--- src/rtl/core/mwma_pkg.sv ---
// ----------------------------------------------------------------------------
// mwma_pkg: shared definitions for the multichannel weighted moving average
// Sizes, widths, the sequencer state type and the control bundle that the
// sequencer hands to the datapath and the delay line store.
// ----------------------------------------------------------------------------
package mwma_pkg;

    // Filter geometry.
    localparam int WINDOW   = 8;
    localparam int CHANNELS = 4;

    // Field widths fixed by the interface.
    localparam int IDX_W    = 2;
    localparam int SAMPLE_W = 16;
    localparam int COEF_W   = 8;
    localparam int NUM_TAPS = 8;
    localparam int CFG_W    = NUM_TAPS * COEF_W;

    // Every tap weight is one after reset.
    localparam logic [CFG_W-1:0] COEF_RESET = {NUM_TAPS{COEF_W'(1)}};

    // Derived widths.
    localparam int WIN_LOG = $clog2(WINDOW);
    localparam int TAP_W   = (WINDOW > 1) ? WIN_LOG : 1;
    localparam int CH_W    = (CHANNELS > 1) ? $clog2(CHANNELS) : 1;
    localparam int DEPTH   = CHANNELS * WINDOW;
    localparam int ADDR_W  = (DEPTH > 1) ? $clog2(DEPTH) : 1;
    localparam int PROD_W  = SAMPLE_W + COEF_W;
    localparam int ACC_W   = PROD_W + WIN_LOG;
    localparam int WSUM_W  = COEF_W + WIN_LOG;
    localparam int DVS_W   = WSUM_W;
    localparam int QUO_W   = ACC_W - 1;
    localparam int CNT_W   = $clog2(QUO_W);

    // Sequencer states.
    typedef enum logic [2:0] {
        ST_IDLE,
        ST_READ,
        ST_MAC,
        ST_MAG,
        ST_DIV,
        ST_DONE
    } mwma_state_t;

    // Control bundle from the sequencer.
    typedef struct packed {
        logic             load;
        logic             mem_rd;
        logic             tap_mac;
        logic             last_tap;
        logic             mag_load;
        logic             div_step;
        logic             result_load;
        logic             bad_chan;
        logic [CH_W-1:0]  chan;
        logic [TAP_W-1:0] tap;
    } mwma_ctrl_t;

    // True when the channel index names an existing delay line.
    function automatic logic chan_ok(logic [IDX_W-1:0] idx);
        return int'(idx) < CHANNELS;
    endfunction

endpackage

--- src/rtl/core/mwma_if.sv ---
// ----------------------------------------------------------------------------
// mwma_if: channel interfaces of the weighted moving average
// Sample channel, result channel and coefficient write channel, each with a
// valid/ready handshake and a source and a sink modport.
// ----------------------------------------------------------------------------
interface mwma_in_if;
    import mwma_pkg::*;

    logic                       valid;
    logic                       ready;
    logic [IDX_W-1:0]           sensor_index;
    logic signed [SAMPLE_W-1:0] sample;

    modport source (output valid, output sensor_index, output sample, input ready);
    modport sink   (input valid, input sensor_index, input sample, output ready);
endinterface

interface mwma_out_if;
    import mwma_pkg::*;

    logic                       valid;
    logic                       ready;
    logic signed [SAMPLE_W-1:0] filtered_value;
    logic                       saturated;
    logic                       zero_divisor;

    modport source (output valid, output filtered_value, output saturated,
                    output zero_divisor, input ready);
    modport sink   (input valid, input filtered_value, input saturated,
                    input zero_divisor, output ready);
endinterface

interface mwma_cfg_if;
    import mwma_pkg::*;

    logic             valid;
    logic             ready;
    logic [CFG_W-1:0] coefficients;

    modport source (output valid, output coefficients, input ready);
    modport sink   (input valid, input coefficients, output ready);
endinterface

--- src/rtl/core/mwma_tap_mem.sv ---
// ----------------------------------------------------------------------------
// mwma_tap_mem: per-channel delay line store
// One memory of CHANNELS x WINDOW samples with a registered read. A valid bit
// per channel row makes a row that was never shifted since reset or since the
// last coefficient write read as zero.
// ----------------------------------------------------------------------------
module mwma_tap_mem (
    input  logic                                 clk,
    input  logic                                 rst_n,
    input  logic                                 clear,
    input  logic                                 rd_en,
    input  logic                                 wr_en,
    input  logic                                 row_done,
    input  logic [mwma_pkg::CH_W-1:0]            chan,
    input  logic [mwma_pkg::TAP_W-1:0]           tap,
    input  logic signed [mwma_pkg::SAMPLE_W-1:0] wr_data,
    output logic signed [mwma_pkg::SAMPLE_W-1:0] rd_data
);
    import mwma_pkg::*;

    logic signed [SAMPLE_W-1:0] mem [DEPTH];
    logic [ADDR_W-1:0]          addr;
    logic signed [SAMPLE_W-1:0] rd_raw_reg;
    logic                       rd_live_reg;
    logic                       rd_live_next;
    logic [CHANNELS-1:0]        row_valid_reg;
    logic [CHANNELS-1:0]        row_valid_next;

    // Row-major address: channel row, then tap position.
    assign addr = ADDR_W'(int'(chan) * WINDOW + int'(tap));

    // Memory write and registered read.
    always_ff @(posedge clk)
    begin
        if (wr_en)
        begin
            mem[addr] <= wr_data;
        end
        if (rd_en)
        begin
            rd_raw_reg <= mem[addr];
        end
    end

    // Row valid bits: cleared on a coefficient write, set after a full shift.
    always_comb
    begin
        row_valid_next = row_valid_reg;
        rd_live_next   = rd_live_reg;
        if (clear)
        begin
            row_valid_next = '0;
        end
        else if (row_done)
        begin
            row_valid_next[chan] = 1'b1;
        end
        if (rd_en)
        begin
            rd_live_next = row_valid_reg[chan];
        end
    end

    always_ff @(posedge clk or negedge rst_n)
    begin
        if (!rst_n)
        begin
            row_valid_reg <= '0;
            rd_live_reg   <= 1'b0;
        end
        else
        begin
            row_valid_reg <= row_valid_next;
            rd_live_reg   <= rd_live_next;
        end
    end

    // A row that holds no written samples reads as zero.
    assign rd_data = rd_live_reg ? rd_raw_reg : '0;

endmodule

--- src/rtl/core/mwma_alu.sv ---
// ----------------------------------------------------------------------------
// mwma_alu: shared adder/subtractor
// One signed add or subtract with a one-bit-wider result. It serves the
// multiply-accumulate, the magnitude step and every restoring divide step.
// ----------------------------------------------------------------------------
module mwma_alu (
    input  logic signed [mwma_pkg::ACC_W-1:0] a,
    input  logic signed [mwma_pkg::ACC_W-1:0] b,
    input  logic                              sub,
    output logic signed [mwma_pkg::ACC_W:0]   sum
);
    import mwma_pkg::*;

    localparam int SUM_W = ACC_W + 1;

    logic signed [SUM_W-1:0] a_ext;
    logic signed [SUM_W-1:0] b_ext;

    // Sign-extend both operands, then add or subtract in two's complement.
    assign a_ext = SUM_W'(a);
    assign b_ext = SUM_W'(b);
    assign sum   = a_ext + (sub ? ~b_ext : b_ext) + SUM_W'(sub);

endmodule

--- src/rtl/core/mwma_datapath.sv ---
// ----------------------------------------------------------------------------
// mwma_datapath: accumulate, divide and saturate
// Holds the coefficient register, the running weighted sum and weight sum,
// and a restoring divider that works one quotient bit per cycle on the
// shared adder. Forms the saturated result beat.
// ----------------------------------------------------------------------------
module mwma_datapath (
    input  logic                                 clk,
    input  logic                                 rst_n,
    input  logic                                 cfg_we,
    input  logic [mwma_pkg::CFG_W-1:0]           cfg_data,
    input  logic signed [mwma_pkg::SAMPLE_W-1:0] in_sample,
    input  mwma_pkg::mwma_ctrl_t                 ctl,
    input  logic signed [mwma_pkg::SAMPLE_W-1:0] mem_rdata,
    output logic signed [mwma_pkg::SAMPLE_W-1:0] mem_wdata,
    output logic                                 wsum_zero,
    output logic signed [mwma_pkg::SAMPLE_W-1:0] filtered_value,
    output logic                                 saturated,
    output logic                                 zero_divisor
);
    import mwma_pkg::*;

    localparam logic [QUO_W-1:0] POS_LIM = QUO_W'(2 ** (SAMPLE_W - 1) - 1);
    localparam logic [QUO_W-1:0] NEG_LIM = QUO_W'(2 ** (SAMPLE_W - 1));
    localparam logic signed [SAMPLE_W-1:0] S_MAX = {1'b0, {(SAMPLE_W - 1){1'b1}}};
    localparam logic signed [SAMPLE_W-1:0] S_MIN = {1'b1, {(SAMPLE_W - 1){1'b0}}};

    logic [CFG_W-1:0]           coef_reg;
    logic signed [SAMPLE_W-1:0] carry_reg;
    logic signed [ACC_W-1:0]    acc_reg;
    logic signed [WSUM_W-1:0]   wsum_reg;
    logic [DVS_W-1:0]           dvs_reg;
    logic [DVS_W-1:0]           rem_reg;
    logic [QUO_W-1:0]           quo_reg;
    logic                       neg_reg;
    logic signed [SAMPLE_W-1:0] value_reg;
    logic                       sat_reg;
    logic                       zdiv_reg;

    logic signed [COEF_W-1:0]   weight;
    logic signed [PROD_W-1:0]   product;
    logic signed [ACC_W-1:0]    alu_a;
    logic signed [ACC_W-1:0]    alu_b;
    logic                       alu_sub;
    logic signed [ACC_W:0]      alu_sum;
    logic                       div_ge;
    logic [SAMPLE_W-1:0]        mag_low;
    logic signed [SAMPLE_W-1:0] value_next;
    logic                       sat_next;
    logic                       zdiv_next;

    // Coefficient register.
    always_ff @(posedge clk or negedge rst_n)
    begin
        if (!rst_n)
        begin
            coef_reg <= COEF_RESET;
        end
        else if (cfg_we)
        begin
            coef_reg <= cfg_data;
        end
    end

    // Weight of the current tap and its product with the sample in flight.
    assign weight  = coef_reg[COEF_W * int'(ctl.tap) +: COEF_W];
    assign product = weight * carry_reg;

    // Operand selection for the shared adder.
    always_comb
    begin
        alu_a   = acc_reg;
        alu_b   = ACC_W'(product);
        alu_sub = 1'b0;
        if (ctl.mag_load)
        begin
            alu_a   = '0;
            alu_b   = acc_reg;
            alu_sub = 1'b1;
        end
        else if (ctl.div_step)
        begin
            alu_a   = ACC_W'({rem_reg, quo_reg[QUO_W-1]});
            alu_b   = ACC_W'(dvs_reg);
            alu_sub = 1'b1;
        end
    end

    mwma_alu u_alu (
        .a   (alu_a),
        .b   (alu_b),
        .sub (alu_sub),
        .sum (alu_sum)
    );

    // The trial subtraction did not go negative.
    assign div_ge = !alu_sum[ACC_W];

    // Accumulation and division registers.
    always_ff @(posedge clk)
    begin
        if (ctl.load)
        begin
            carry_reg <= in_sample;
            acc_reg   <= '0;
            wsum_reg  <= '0;
        end
        if (ctl.tap_mac)
        begin
            acc_reg   <= alu_sum[ACC_W-1:0];
            wsum_reg  <= wsum_reg + WSUM_W'(weight);
            carry_reg <= mem_rdata;
        end
        if (ctl.mag_load)
        begin
            quo_reg <= acc_reg[ACC_W-1] ? alu_sum[QUO_W-1:0] : acc_reg[QUO_W-1:0];
            rem_reg <= '0;
            dvs_reg <= wsum_reg[WSUM_W-1] ? DVS_W'(-wsum_reg) : DVS_W'(wsum_reg);
            neg_reg <= acc_reg[ACC_W-1] ^ wsum_reg[WSUM_W-1];
        end
        if (ctl.div_step)
        begin
            rem_reg <= div_ge ? alu_sum[DVS_W-1:0]
                              : {rem_reg[DVS_W-2:0], quo_reg[QUO_W-1]};
            quo_reg <= {quo_reg[QUO_W-2:0], div_ge};
        end
        if (ctl.result_load)
        begin
            value_reg <= value_next;
            sat_reg   <= sat_next;
            zdiv_reg  <= zdiv_next;
        end
    end

    // Sign, saturation and the special cases of the result beat.
    assign mag_low = quo_reg[SAMPLE_W-1:0];

    always_comb
    begin
        value_next = '0;
        sat_next   = 1'b0;
        zdiv_next  = 1'b0;
        if (ctl.bad_chan)
        begin
            value_next = '0;
        end
        else if (wsum_zero)
        begin
            zdiv_next = 1'b1;
        end
        else if (neg_reg)
        begin
            if (quo_reg > NEG_LIM)
            begin
                value_next = S_MIN;
                sat_next   = 1'b1;
            end
            else
            begin
                value_next = SAMPLE_W'(-mag_low);
            end
        end
        else
        begin
            if (quo_reg > POS_LIM)
            begin
                value_next = S_MAX;
                sat_next   = 1'b1;
            end
            else
            begin
                value_next = mag_low;
            end
        end
    end

    assign wsum_zero      = (wsum_reg == '0);
    assign mem_wdata      = carry_reg;
    assign filtered_value = value_reg;
    assign saturated      = sat_reg;
    assign zero_divisor   = zdiv_reg;

endmodule

--- src/rtl/core/mwma_ctrl.sv ---
// ----------------------------------------------------------------------------
// mwma_ctrl: sequencer of the weighted moving average
// Walks one sample beat through the tap loop, the magnitude step and the
// divide steps, and owns the result beat's valid flag.
// ----------------------------------------------------------------------------
module mwma_ctrl (
    input  logic                           clk,
    input  logic                           rst_n,
    input  logic                           in_valid,
    input  logic [mwma_pkg::IDX_W-1:0]     in_index,
    output logic                           in_ready,
    input  logic                           out_ready,
    output logic                           out_valid,
    input  logic                           wsum_zero,
    output mwma_pkg::mwma_ctrl_t           ctl
);
    import mwma_pkg::*;

    mwma_state_t      state_reg;
    mwma_state_t      state_next;
    logic [TAP_W-1:0] tap_reg;
    logic [TAP_W-1:0] tap_next;
    logic [CNT_W-1:0] cnt_reg;
    logic [CNT_W-1:0] cnt_next;
    logic [CH_W-1:0]  chan_reg;
    logic [CH_W-1:0]  chan_next;
    logic             bad_reg;
    logic             bad_next;
    logic             out_valid_reg;
    logic             out_valid_next;

    logic             last_tap;
    logic             last_step;
    logic             can_finish;

    assign last_tap   = (tap_reg == TAP_W'(WINDOW - 1));
    assign last_step  = (cnt_reg == CNT_W'(QUO_W - 1));
    assign can_finish = !out_valid_reg || out_ready;

    // Next state.
    always_comb
    begin
        state_next = state_reg;
        case (state_reg)
            ST_IDLE:
            begin
                if (in_valid)
                begin
                    state_next = chan_ok(in_index) ? ST_READ : ST_DONE;
                end
            end
            ST_READ:
            begin
                state_next = ST_MAC;
            end
            ST_MAC:
            begin
                state_next = last_tap ? ST_MAG : ST_READ;
            end
            ST_MAG:
            begin
                state_next = wsum_zero ? ST_DONE : ST_DIV;
            end
            ST_DIV:
            begin
                state_next = last_step ? ST_DONE : ST_DIV;
            end
            ST_DONE:
            begin
                state_next = can_finish ? ST_IDLE : ST_DONE;
            end
            default:
            begin
                state_next = ST_IDLE;
            end
        endcase
    end

    // Outputs of the sequencer.
    always_comb
    begin
        in_ready        = (state_reg == ST_IDLE);
        ctl.load        = (state_reg == ST_IDLE) && in_valid;
        ctl.mem_rd      = (state_reg == ST_READ);
        ctl.tap_mac     = (state_reg == ST_MAC);
        ctl.last_tap    = (state_reg == ST_MAC) && last_tap;
        ctl.mag_load    = (state_reg == ST_MAG);
        ctl.div_step    = (state_reg == ST_DIV);
        ctl.result_load = (state_reg == ST_DONE) && can_finish;
        ctl.bad_chan    = bad_reg;
        ctl.chan        = chan_reg;
        ctl.tap         = tap_reg;
    end

    // Tap and step counters, captured channel and result valid.
    always_comb
    begin
        tap_next       = tap_reg;
        cnt_next       = cnt_reg;
        chan_next      = chan_reg;
        bad_next       = bad_reg;
        out_valid_next = out_valid_reg;
        if ((state_reg == ST_IDLE) && in_valid)
        begin
            tap_next  = '0;
            chan_next = CH_W'(in_index);
            bad_next  = !chan_ok(in_index);
        end
        if ((state_reg == ST_MAC) && !last_tap)
        begin
            tap_next = tap_reg + TAP_W'(1);
        end
        if (state_reg == ST_MAG)
        begin
            cnt_next = '0;
        end
        if (state_reg == ST_DIV)
        begin
            cnt_next = cnt_reg + CNT_W'(1);
        end
        if (ctl.result_load)
        begin
            out_valid_next = 1'b1;
        end
        else if (out_ready)
        begin
            out_valid_next = 1'b0;
        end
    end

    always_ff @(posedge clk or negedge rst_n)
    begin
        if (!rst_n)
        begin
            state_reg     <= ST_IDLE;
            tap_reg       <= '0;
            cnt_reg       <= '0;
            chan_reg      <= '0;
            bad_reg       <= 1'b0;
            out_valid_reg <= 1'b0;
        end
        else
        begin
            state_reg     <= state_next;
            tap_reg       <= tap_next;
            cnt_reg       <= cnt_next;
            chan_reg      <= chan_next;
            bad_reg       <= bad_next;
            out_valid_reg <= out_valid_next;
        end
    end

    assign out_valid = out_valid_reg;

    // A tap is multiplied right after its read, at the same position.
    a_mac_after_read: assert property (@(posedge clk) disable iff (!rst_n)
        (state_reg == ST_MAC) |-> ($past(state_reg) == ST_READ) && (tap_reg == $past(tap_reg)))
        else $error("multiply step without a matching read");

    // The last tap leads straight to the magnitude step.
    a_last_tap_to_mag: assert property (@(posedge clk) disable iff (!rst_n)
        ((state_reg == ST_MAC) && last_tap) |=> (state_reg == ST_MAG))
        else $error("tap loop overran the window");

    // A regular quotient is only presented after the divide steps.
    a_done_after_div: assert property (@(posedge clk) disable iff (!rst_n)
        ((state_reg == ST_DONE) && !bad_reg && !wsum_zero)
            |-> (($past(state_reg) == ST_DIV) || ($past(state_reg) == ST_DONE)))
        else $error("result formed without a completed division");

    // Loading a result always raises the result beat's valid.
    a_result_shown: assert property (@(posedge clk) disable iff (!rst_n)
        ctl.result_load |=> out_valid_reg)
        else $error("loaded result was not presented");

endmodule

--- src/rtl/core/multichannel_weighted_moving_average.sv ---
// ----------------------------------------------------------------------------
// multichannel_weighted_moving_average: weighted moving average over channels
// Keeps a WINDOW-deep delay line per channel and returns the coefficient
// weighted average of each channel's window for every sample beat.
// ----------------------------------------------------------------------------
// Each sample beat shifts into its channel's delay line (tap 0 is the newest
// sample) and yields one result beat: the sum of tap weight times sample
// divided by the sum of the weights, truncated toward zero and saturated to
// signed 16 bits, with flags for saturation and for a zero weight sum. One
// beat at a time is processed; samples is ready only while the sequencer is
// idle. From acceptance to the result register, each tap is first read
// through the registered single-address read of the delay line memory and
// then multiplied, followed by one magnitude step and one quotient bit per
// cycle from the shared adder; the result is formed once the result register
// is free. A zero weight sum skips the divide. The next sample is accepted
// in the cycle after the result is registered, while that result may still
// wait on results. A coefficient write takes effect at once and clears all
// delay lines through per-channel valid bits, so there is no clearing pass
// after reset or after a write.
// ----------------------------------------------------------------------------
module multichannel_weighted_moving_average (
    input  logic       clk,
    input  logic       rst_n,
    mwma_in_if.sink    samples,
    mwma_out_if.source results,
    mwma_cfg_if.sink   cfg
);
    import mwma_pkg::*;

    mwma_ctrl_t                 ctl;
    logic                       wsum_zero;
    logic signed [SAMPLE_W-1:0] mem_rdata;
    logic signed [SAMPLE_W-1:0] mem_wdata;

    // Coefficient writes are always taken.
    assign cfg.ready = 1'b1;

    // Sequencer.
    mwma_ctrl u_ctrl (
        .clk       (clk),
        .rst_n     (rst_n),
        .in_valid  (samples.valid),
        .in_index  (samples.sensor_index),
        .in_ready  (samples.ready),
        .out_ready (results.ready),
        .out_valid (results.valid),
        .wsum_zero (wsum_zero),
        .ctl       (ctl)
    );

    // Delay line store.
    mwma_tap_mem u_tap_mem (
        .clk      (clk),
        .rst_n    (rst_n),
        .clear    (cfg.valid),
        .rd_en    (ctl.mem_rd),
        .wr_en    (ctl.tap_mac),
        .row_done (ctl.last_tap),
        .chan     (ctl.chan),
        .tap      (ctl.tap),
        .wr_data  (mem_wdata),
        .rd_data  (mem_rdata)
    );

    // Arithmetic.
    mwma_datapath u_datapath (
        .clk            (clk),
        .rst_n          (rst_n),
        .cfg_we         (cfg.valid),
        .cfg_data       (cfg.coefficients),
        .in_sample      (samples.sample),
        .ctl            (ctl),
        .mem_rdata      (mem_rdata),
        .mem_wdata      (mem_wdata),
        .wsum_zero      (wsum_zero),
        .filtered_value (results.filtered_value),
        .saturated      (results.saturated),
        .zero_divisor   (results.zero_divisor)
    );

endmodule

--- src/flat_wrapper.sv ---
// flat-port wrapper written by rule: the top's interface ports become plain ports
module multichannel_weighted_moving_average_flat import mwma_pkg::*;
  (clk, rst_n, samples_valid, samples_sensor_index, samples_sample, samples_ready, results_valid, results_filtered_value, results_saturated, results_zero_divisor, results_ready, cfg_valid, cfg_coefficients, cfg_ready);
  mwma_in_if samples_i ();
  mwma_out_if results_i ();
  mwma_cfg_if cfg_i ();
  input  logic clk;
  input  logic rst_n;
  input wire logic [$bits(samples_i.valid)-1:0] samples_valid;
  input wire logic [$bits(samples_i.sensor_index)-1:0] samples_sensor_index;
  input wire logic [$bits(samples_i.sample)-1:0] samples_sample;
  output wire logic [$bits(samples_i.ready)-1:0] samples_ready;
  output wire logic [$bits(results_i.valid)-1:0] results_valid;
  output wire logic [$bits(results_i.filtered_value)-1:0] results_filtered_value;
  output wire logic [$bits(results_i.saturated)-1:0] results_saturated;
  output wire logic [$bits(results_i.zero_divisor)-1:0] results_zero_divisor;
  input wire logic [$bits(results_i.ready)-1:0] results_ready;
  input wire logic [$bits(cfg_i.valid)-1:0] cfg_valid;
  input wire logic [$bits(cfg_i.coefficients)-1:0] cfg_coefficients;
  output wire logic [$bits(cfg_i.ready)-1:0] cfg_ready;
  assign samples_i.valid = samples_valid;
  assign samples_i.sensor_index = samples_sensor_index;
  assign samples_i.sample = samples_sample;
  assign samples_ready = samples_i.ready;
  assign results_valid = results_i.valid;
  assign results_filtered_value = results_i.filtered_value;
  assign results_saturated = results_i.saturated;
  assign results_zero_divisor = results_i.zero_divisor;
  assign results_i.ready = results_ready;
  assign cfg_i.valid = cfg_valid;
  assign cfg_i.coefficients = cfg_coefficients;
  assign cfg_ready = cfg_i.ready;
  multichannel_weighted_moving_average u_core (.clk(clk), .rst_n(rst_n), .samples(samples_i), .results(results_i), .cfg(cfg_i));
endmodule
--- config.mk ---
export PLATFORM = sky130hd
export DESIGN_NAME = multichannel_weighted_moving_average_flat
export DESIGN_NICKNAME = d
export VERILOG_FILES = /design/src/rtl/core/mwma_pkg.sv /design/src/rtl/core/mwma_if.sv /design/src/rtl/core/mwma_tap_mem.sv /design/src/rtl/core/mwma_alu.sv /design/src/rtl/core/mwma_datapath.sv /design/src/rtl/core/mwma_ctrl.sv /design/src/rtl/core/multichannel_weighted_moving_average.sv /design/src/flat_wrapper.sv
export SDC_FILE = /design/constraint.sdc
export NUM_CORES = 1
export LEC_CHECK = 0
export BUFFER_PORTS_ARGS = -buffer_cell sky130_fd_sc_hd__buf_2
export CAP_MARGIN = 30
export CORE_MARGIN = 2
export CORE_UTILIZATION = 50
export DETAILED_ROUTE_END_ITERATION = 10
export PLACE_DENSITY = 0.68
export SLEW_MARGIN = 10
export SYNTH_ARGS = -nofsm -noshare
export SYNTH_HDL_FRONTEND = slang
export SYNTH_SLANG_ARGS = --single-unit
export TNS_END_PERCENT = 30
--- constraint.sdc ---
create_clock -name clk -period 10.1 [get_ports clk]
set_input_delay 0.505 -clock clk [delete_from_list [all_inputs] [get_ports clk]]
set_output_delay 0.505 -clock clk [all_outputs]
set_load 0.05 [all_outputs]
# Yosys cells after proc, flatten, opt, wreduce, memory -nomap -nowiden
# Memory sizes are Yosys's and may differ from the RTL's. A register that Yosys moved wholly into a read port is not among the register bits.
# Index checks and enable logic that the tools add are counted.
dict set report totals {
  ff_bits 204
  latch_bits 0
  ram_bits 512
  romBits 0
  input_bits 87
  elab_cells 109
  memories 1
}
# memory depth word_bits rd rd_clocked_by_memory_dff wr line_no
set memory_table {}
lappend memory_table {u_core.u_tap_mem.mem 32 16 1 1 1 mwma_tap_mem.sv:21} ;# logic signed [SAMPLE_W-1:0] mem [DEPTH];
dict set report classes {
  addsub 8
  n_mul 1
  div 0
  order_cmp 4
  n_eq_ne 8
  n_shift 1
  n_mux 48
  n_bitwise 3
  reduce_logical 16
}
# op n
set ops {}
lappend ops {{27-bit 2-to-1 mux} 6}
lappend ops {{16-bit 2-to-1 mux} 6}
lappend ops {{26-bit 2-to-1 mux} 3}
lappend ops {{64-bit by 7-bit indexed part select with 8-bit output} 1}
lappend ops {{11-bit 2-to-1 mux} 5}
lappend ops {{28-bit by 1-bit adder with 28-bit output} 1}
lappend ops {{28-bit adder} 1}
lappend ops {{28-bit 2-to-1 mux} 1}
lappend ops {{28-bit inverter} 1}
lappend ops {{26-bit by 15-bit greater-than comparator with 1-bit output, second input constant} 1}
lappend ops {{26-bit by 16-bit greater-than comparator with 1-bit output, second input constant} 1}
lappend ops {{8-bit by 16-bit multiplier with 24-bit output} 1}
lappend ops {{3-bit case mux with 6 select lines} 1}
lappend ops {{16-bit negator} 1}
lappend ops {{1-bit 2-to-1 mux} 14}
lappend ops {{3-bit 2-to-1 mux} 4}
lappend ops {{11-bit by 8-bit adder with 11-bit output} 1}
lappend ops {{11-bit zero test} 1}
lappend ops {{11-bit negator} 1}
lappend ops {{10-bit 2-to-1 mux} 1}
lappend ops {{5-bit 2-to-1 mux} 2}
lappend ops {{2-bit nonzero test} 5}
lappend ops {{3-bit equality test, second input constant} 3}
lappend ops {{4-bit 2-to-1 mux} 2}
lappend ops {{other kinds (18)} 25}

# Logic depth before layout (Yosys ltp)
# Gate-level depths: netlist of run 1.
dict set report depth {
  ltp_word 11
  ltp_mapped 35
  depth_no_buf 31
}

# Modules after synthesis
# Synthesis of run 1 repeated with hierarchy kept, for this count alone.
dict set report hier_totals {
  hier_cells 2734
  hier_area_um2 37196.9
}
# mod instances cells_each area_each_um2
set modules_own_cells {}
lappend modules_own_cells {mwma_tap_mem 1 1119 20557.2}
lappend modules_own_cells {mwma_datapath 1 1310 14163.6}
lappend modules_own_cells {mwma_alu 1 229 1660.3}
lappend modules_own_cells {mwma_ctrl 1 74 804.5}
lappend modules_own_cells {multichannel_weighted_moving_average 1 2 11.3}

# Worst setup path before layout of run 1
# No wires, ideal clock.
dict set report synth_path {
  kind {flip-flop to flip-flop}
  start {reg u_core.u_ctrl.tap_reg[0]}
  end {reg u_core.u_datapath.rem_reg[0] (data pin)}
  setup_ps 266
  arrival_time_ps 8756
  required_time_ps 9834
  path_slack_ps 1078
  path_stages_with_launch 33
  path_buffers 5
  period_less_slack_ps 9022
  cell_sequence {dfrtp_1 > buf_2 > buf_4 > buf_1 > mux4_2 > mux2_2 > clkbuf_1 > and2_1 > fa_1 > fa_1 > fa_1 > inv_1 > fa_1 > inv_1 > ha_1 > a21o_1 > a21o_1 > a21oi_1 > o21ai_0 > a221o_1 > o311a_1 > o21ai_0 > nor3b_1 > a21oi_1 > ha_1 > and2_1 > a221o_1 > a2111oi_0 > nor2_1 > a21oi_1 > buf_2 > mux2i_1 > nor2_1}
}
dict set report synth_between {
  elab_chain_cells 10
}
# element line_no
set synth_rtl {}
lappend synth_rtl {{start: declaration} mwma_ctrl.sv:21} ;# logic [TAP_W-1:0] tap_reg;
lappend synth_rtl {{start signal: assignment} mwma_ctrl.sv:145} ;# tap_reg <= tap_next;
lappend synth_rtl {{64-bit by 7-bit indexed part select with 8-bit output *} mwma_datapath.sv:66} ;# assign weight = coef_reg[COEF_W * int'(ctl.tap) +: COEF_W];
lappend synth_rtl {{8-bit by 16-bit multiplier with 24-bit output *} mwma_datapath.sv:67} ;# assign product = weight * carry_reg;
lappend synth_rtl {{27-bit 2-to-1 mux *} mwma_datapath.sv:81} ;# else if (ctl.div_step)
lappend synth_rtl {{27-bit 2-to-1 mux *} mwma_datapath.sv:75} ;# if (ctl.mag_load)
lappend synth_rtl {{28-bit inverter} mwma_alu.sv:22} ;# assign sum = a_ext + (sub ? ~b_ext : b_ext) + SUM_W'(sub);
lappend synth_rtl {{28-bit 2-to-1 mux *} mwma_alu.sv:22}
lappend synth_rtl {{28-bit adder *} mwma_alu.sv:22}
lappend synth_rtl {{28-bit by 1-bit adder with 28-bit output *} mwma_alu.sv:22}
lappend synth_rtl {{11-bit 2-to-1 mux *} mwma_datapath.sv:123} ;# rem_reg <= div_ge ? alu_sum[DVS_W-1:0]
lappend synth_rtl {{11-bit 2-to-1 mux *} mwma_datapath.sv:121} ;# if (ctl.div_step)
lappend synth_rtl {{end signal: assignment} mwma_datapath.sv:123}
lappend synth_rtl {{end: declaration} mwma_datapath.sv:33} ;# logic [DVS_W-1:0] rem_reg;
# Mark *: on every way between the ends. The rest lies on a longest branch, timed or not.
# A chain may end at the register's enable or synchronous reset.

# Final worst setup path of run 1
dict set report layout_path {
  start {reg u_core.u_ctrl.tap_reg[0]}
  end {reg u_core.u_datapath.rem_reg[7] (data pin)}
}
# Same word-level chain as after synthesis.

==> flow_metrics.env, run 1 <==
export IMPL_finalNetCount=2831
export IMPL_syn_area_um2=35800
export IMPL_synth_area_leader_cell="edfxtp_1"
export IMPL_timing_critical_path_max_delay_family="adder cells"
export IMPL_cts_setup_buffers=0
export IMPL_min_path_type="input port to register"
export IMPL_fin_area_um2=40500
export IMPL_setup_viol=0
export IMPL_synth_edf_count=649
export IMPL_finClkSkew_ns=0.0209
export IMPL_cp_slowest_cell="dfrtp_4"
export IMPL_fin_ws_ns=0.542
export IMPL_cts_num_sinks=732
export IMPL_fin_crit_ns=9.56
export IMPL_htree_levels=3
export IMPL_yosysWarnings=0
export IMPL_die_h_um=271
export IMPL_io_buffers=106
export IMPL_grt_antenna_before_repair=6
export IMPL_tns_ns=0
export IMPL_critical_path_n_buffers_inverters=4
export IMPL_critPathArrivalTime_ns=9.89
export IMPL_yosysUniqueCellTypes=69
export IMPL_area_growth_pct=13.1
export IMPL_tightestPinTransition_ns=1.02
export IMPL_grt_max_degree=69
export IMPL_utilization=0.569
export IMPL_gp_congestion=0.905
export IMPL_status="finished clean"
export IMPL_cp_startpoint="u_core.u_ctrl.tap_reg[0]$_DFFE_PN0P_"
export IMPL_first_pass_iters=6
export IMPL_holdCritStartpoint="cfg_coefficients[48]"
export IMPL_drc=0
export IMPL_dp_hpwl_um=62000
export IMPL_drive_gt1_frac=0.216
export IMPL_fmax_mhz=105
export IMPL_rsz0062_at_grt="no"
export IMPL_largest_reg_flops=512
export IMPL_initial_core_util=0.503
export IMPL_wl_per_cell_um=25.5
export IMPL_drt_iter0_drc=2161
export IMPL_max_cap_violations=0
export IMPL_clk_path_buf_depth=3
export IMPL_synth_commonest_cells="edfxtp_1, inv_1, mux4_2"
export IMPL_numCtsBuffers=77
export IMPL_cp_end_kind="register"
export IMPL_vias_per_cell=6.03
export IMPL_clk_pin_slew_worst_paths_ns=0.06
export IMPL_worstPathMaxFanout=29
export IMPL_synthFlopType="edfxtp_1"
export IMPL_n_antenna_cell=0
export IMPL_relSlewSlack=0.322
export IMPL_core_area_um2=71100
export IMPL_dieWidth_um=271
export IMPL_grt_ovfl_total=0
export IMPL_ant_nets=0
export IMPL_synthCells=2393
export IMPL_synth_top_area_share=0.545
export IMPL_timing_rr_start="u_core.u_ctrl.tap_reg[0]$_DFFE_PN0P_"
export IMPL_synthArstFlopShare=0.113
export IMPL_place_area_um2=37800
export IMPL_pre_cts_ws_ns=0.600
export IMPL_worst_ep_required_time_ns=10.43
export IMPL_yosysSeqAreaShare=0.603
export IMPL_critical_path_max_stage_delay_ns=0.78
export IMPL_ys_top_cells_by_area="edfxtp_1, mux4_2, fa_1"
export IMPL_insertion_delay_ns=0.61
export IMPL_critPathKind="register to register"
export IMPL_grt_first_pass_wirelength_um=135000
export IMPL_dieArea_um2=73700
export IMPL_synth_most_common_cell="edfxtp_1"
export IMPL_finalWirelength_um=90700
export IMPL_ys_ff_latch=732
export IMPL_pin_count=108
export IMPL_syn_num_nets=2675
export IMPL_hold_viol=0
export IMPL_maxSlewViolCount=0
export IMPL_post_route_period_util=0.946
export IMPL_cts_root_buf="clkbuf_16"
export IMPL_cpMostUsedCell="fa_1"
export IMPL_row_count=98
export IMPL_vias=21500
export IMPL_worstSetupStartpointType="register"
export IMPL_postSynthAreaPerCell_um2=15.0
export IMPL_cts_tree="built"
export IMPL_grt_pass1_vias=21600
export IMPL_grt_usage=0.246
## worst reg2reg max path: cells and delay by family, from the launching register on
kind,cells,cell delay [ns]
AO/OA/AOI/OAI,11,2.51
AND/OR/NAND/NOR,5,1.03
flip-flops,1,0.78
multiplexers,3,1.44
adder cells (fa/ha/maj),6,2.83
buffers and inverters,4,0.68
## cell families after synthesis
| kind of cell | share of synthesized area |
|---|---|
| adders and majority gates | 0.0902 |
| AOI/OAI and AO/OA | 0.0606 |
| xor gates and xnor gates | 0.0149 |
| buffers and inverters | 0.0293 |
| other | 0.000105 |
| muxes | 0.124 |
| and+or+nand+nor | 0.0781 |
| DFF | 0.603 |
## layout by cell type (no fill, tap or decap), types with 9 or more instances in the layout
cell type  instances
nand2_1          141
a21oi_1           57
clkbuf_16         80
dfrtp_1           73
fa_1             105
and3_1            38
nand2b_1          12
a31oi_1           15
and2_1            57
ha_1              90
xor2_1            24
o221ai_1           9
or3_1             12
nand3_1           30
mux4_2           143
buf_2            105
edfxtp_1         649
nor3_1            18
o21ai_0           73
a22o_1            14
nor2_1           105
mux2_2            75
clkinv_1          16
nand4_1           25
clkinv_2          13
clkbuf_1          14
xnor2_1           37
nor2b_1           57
buf_4             78
a22oi_1           77
a21o_1            27
mux2i_1           32
inv_1            160
## path summary, 6_finish.rpt
| kind | endpoint | slack [ns] | depth (start not counted) |
|---|---|---|---|
| setup / recovery | u_core.u_datapath.rem_reg[7]$_SDFFCE_PN0N_ | 0.54 | 29 |
| max in group asynchronous | u_core.u_datapath.coef_reg[54]$_DFFE_PN0P_ | 8.60 | 3 |
| min in group asynchronous | u_core.u_tap_mem.row_valid_reg[2]$_DFFE_PN0P_ | 0.38 | 2 |
| setup reg to reg | u_core.u_datapath.rem_reg[7]$_SDFFCE_PN0N_ | 0.54 | 29 |
| hold / removal | u_core.u_datapath.coef_reg[48]$_DFFE_PN1P_ | 0.12 | 2 |
| hold reg to reg | u_core.u_datapath.coef_reg[29]$_DFFE_PN0P_ | 0.50 | 1 |
## repair_timing
item                                    CTS  global route
hold buffers                              1             0
endpoints found under the setup margin    0            11
gates resized for setup                   0             1
endpoints found under the hold margin    19             0
## layer usage
metal	GRT usage	share of wire	vias up
li1	-	-	9326
met1	0.347	0.41	11000
met2	0.381	0.47	954
met3	0.0584	0.093	143
met4	0.0765	0.027	6
met5	0	0.00048	-
## per-stage QoR
step	std cells	hold WS (ns)
after floorplan	2393	0.209
after global placement	3408	0.450
after detailed placement	3415	0.458
after CTS	3556	0.0931
after global routing	3560	0.110
final	3560	0.121
## final cells by class
class	instances	area (µm²)
fill	5569	30700
sequential	732	21600
multi-input combinational	1384	13200
clock buffer	95	2070
timing repair buffer	194	1340
tap	950	1190
inverter	160	601
clock inverter	45	452
Power of run 1 is not shown: default switching activity piles up to over one toggle a cycle in this logic, so the estimate is an artifact.
==> run 2, diff against run 1 <==
--- a/config.mk
+++ b/config.mk
@@ -11,6 +11,8 @@
 export CORE_UTILIZATION = 50
 export DETAILED_ROUTE_END_ITERATION = 10
 export PLACE_DENSITY = 0.68
+export REMOVE_ABC_BUFFERS = 1
+export SKIP_CTS_REPAIR_TIMING = 1
 export SLEW_MARGIN = 10
 export SYNTH_ARGS = -nofsm -noshare
 export SYNTH_HDL_FRONTEND = slang
==> flow_metrics.env, run 2 (synthesized netlist as in run 1, its figures left out) <==
export IMPL_cts_root_buf="clkbuf_16"
export IMPL_drc=0
export IMPL_die_h_um=271
export IMPL_r2r_cells=27
export IMPL_clk_path_buf_depth=3
export IMPL_worstSetupStartpointType="register"
export IMPL_htree_levels=3
export IMPL_grt_antenna_before_repair=2
export IMPL_grt_first_pass_wirelength_um=131000
export IMPL_pin_count=108
export IMPL_drt_iter0_drc=2356
export IMPL_first_pass_iters=5
export IMPL_holdPathEnd="u_core.u_datapath.coef_reg[53]$_DFFE_PN0P_"
export IMPL_insertion_delay_ns=0.65
export IMPL_status="finished clean"
export IMPL_timing_rr_start="u_core.u_ctrl.tap_reg[0]$_DFFE_PN0P_"
export IMPL_final_common_cell="edfxtp_1"
export IMPL_finalWirelength_um=86500
export IMPL_drive_gt1_frac=0.212
export IMPL_vias_per_cell=5.99
export IMPL_numCtsBuffers=77
export IMPL_worstPathMaxFanout=34
export IMPL_finalNetCount=2825
export IMPL_cpMostUsedCell="fa_1"
export IMPL_cp_slowest_cell="dfrtp_4"
export IMPL_finClkSkew_ns=0.0371
export IMPL_tns_ns=0
export IMPL_timing_rr_end="u_core.u_datapath.rem_reg[3]$_SDFFCE_PN0N_"
export IMPL_min_path_type="input port to register"
export IMPL_post_route_period_util=0.932
export IMPL_dp_hpwl_um=58000
export IMPL_wl_per_cell_um=24.3
export IMPL_hold_viol=0
export IMPL_grt_pass1_vias=21300
export IMPL_whs_ns=0.104
export IMPL_ant_nets=0
export IMPL_dieWidth_um=271
export IMPL_core_area_um2=71100
export IMPL_area_growth_pct=12.6
export IMPL_hold_path_depth=2
export IMPL_most_common_layout_cells="edfxtp_1, inv_1, mux4_2, nand2_1, nor2_1"
export IMPL_largest_reg_flops=512
export IMPL_fin_crit_ns=9.41
export IMPL_max_cap_violations=0
export IMPL_setup_viol=0
export IMPL_grt_usage=0.236
export IMPL_r2r_slack_ns=0.69
export IMPL_worst_ep_required_time_ns=10.46
export IMPL_critPathArrivalTime_ns=9.77
export IMPL_grt_ovfl_total=0
export IMPL_fill_cells=5571
export IMPL_clk_pin_slew_worst_paths_ns=0.06
export IMPL_dieArea_um2=73700
export IMPL_vias=21300
export IMPL_cts_num_sinks=732
export IMPL_grt_max_degree=133
export IMPL_cts_tree="built"
export IMPL_holdCritStartpoint="cfg_coefficients[53]"
export IMPL_fmax_mhz=106
export IMPL_rsz0062_at_grt="no"
export IMPL_row_count=98
export IMPL_tightestPinTransition_ns=1.00
export IMPL_io_buffers=106
export IMPL_critPathKind="register to register"
export IMPL_maxSlewViolCount=0
export IMPL_initial_core_util=0.503
export IMPL_relSlewSlack=0.333
export IMPL_critical_path_max_stage_delay_ns=0.87
export IMPL_cp_end_kind="register"
export IMPL_gp_congestion=0.903
run 2: cell types whose count changed in the layout (fill, tap and decap cells not counted), moves of 4 or more:
cell	previous run	this run
buf_16	6	0
clkinv_2	13	6
bufinv_16	8	4
clkinvlp_4	2	6
clkbuf_1	14	21
clkinv_16	0	4
clkbuf_8	1	6
clkinv_1	16	10
run 2: worst max-delay path by stage:
stage | endpoint | startpoint
2_1_floorplan | u_core.u_datapath.rem_reg[0]$_SDFFCE_PN0N_ | u_core.u_ctrl.tap_reg[0]$_DFFE_PN0P_
3_3_place_gp | u_core.u_datapath.rem_reg[0]$_SDFFCE_PN0N_ | u_core.u_ctrl.tap_reg[0]$_DFFE_PN0P_
3_5_place_dp | u_core.u_datapath.rem_reg[6]$_SDFFCE_PN0N_ | u_core.u_ctrl.tap_reg[0]$_DFFE_PN0P_
4_1_cts | u_core.u_datapath.rem_reg[3]$_SDFFCE_PN0N_ | u_core.u_ctrl.tap_reg[0]$_DFFE_PN0P_
5_1_grt | u_core.u_datapath.rem_reg[5]$_SDFFCE_PN0N_ | u_core.u_ctrl.tap_reg[0]$_DFFE_PN0P_
6_report | u_core.u_datapath.rem_reg[3]$_SDFFCE_PN0N_ | u_core.u_ctrl.tap_reg[0]$_DFFE_PN0P_
run 2: final cells by class:
cell class              count  area [µm²]  share of cell area
diodes                      2        5.00            0.000124
clock buffers             104        2090              0.0518
clock inverters            34         414              0.0103
inverters                 160         601              0.0149
multi-input cells        1384       13200               0.327
flip-flops and latches    732       21600               0.536
well taps                 950        1190              0.0295
repair buffers            188        1230              0.0305
run 2: metrics by stage:
step | setup slack (ns) | std cells | utilization | cell area, µm²
finish | 0.689 | 3554 | 0.567 | 40300
global route | 0.111 | 3553 | 0.567 | 40300
CTS | 0.739 | 3546 | 0.565 | 40200
detailed placement | 0.780 | 3408 | 0.530 | 37700
global placement | 0.896 | 3407 | 0.530 | 37700
floorplan | -4.28 | 2276 | - | 35300
run 2: critical path: cells and delay by family, from the launching register on:
| kind | cells | cell delay (ns) |
|---|---|---|
| AO/OA/AOI/OAI | 9 | 2.41 |
| adder cells (fa/ha/maj) | 6 | 2.67 |
| buffers and inverters | 3 | 0.35 |
| flip-flops | 1 | 0.87 |
| multiplexers | 3 | 1.23 |
| AND/OR/NAND/NOR | 6 | 1.57 |
run 2: layer usage:
metal | share of wire | vias to the layer above | wire length, µm | GRT usage
li1 | - | 9318 | - | -
met1 | 0.41 | 11000 | 35600 | 0.332
met2 | 0.48 | 879 | 41400 | 0.378
met3 | 0.076 | 141 | 6550 | 0.0369
met4 | 0.034 | 0 | 2900 | 0.0795
met5 | 0 | - | 0 | 0
Power of run 2 is left out for the same reason.
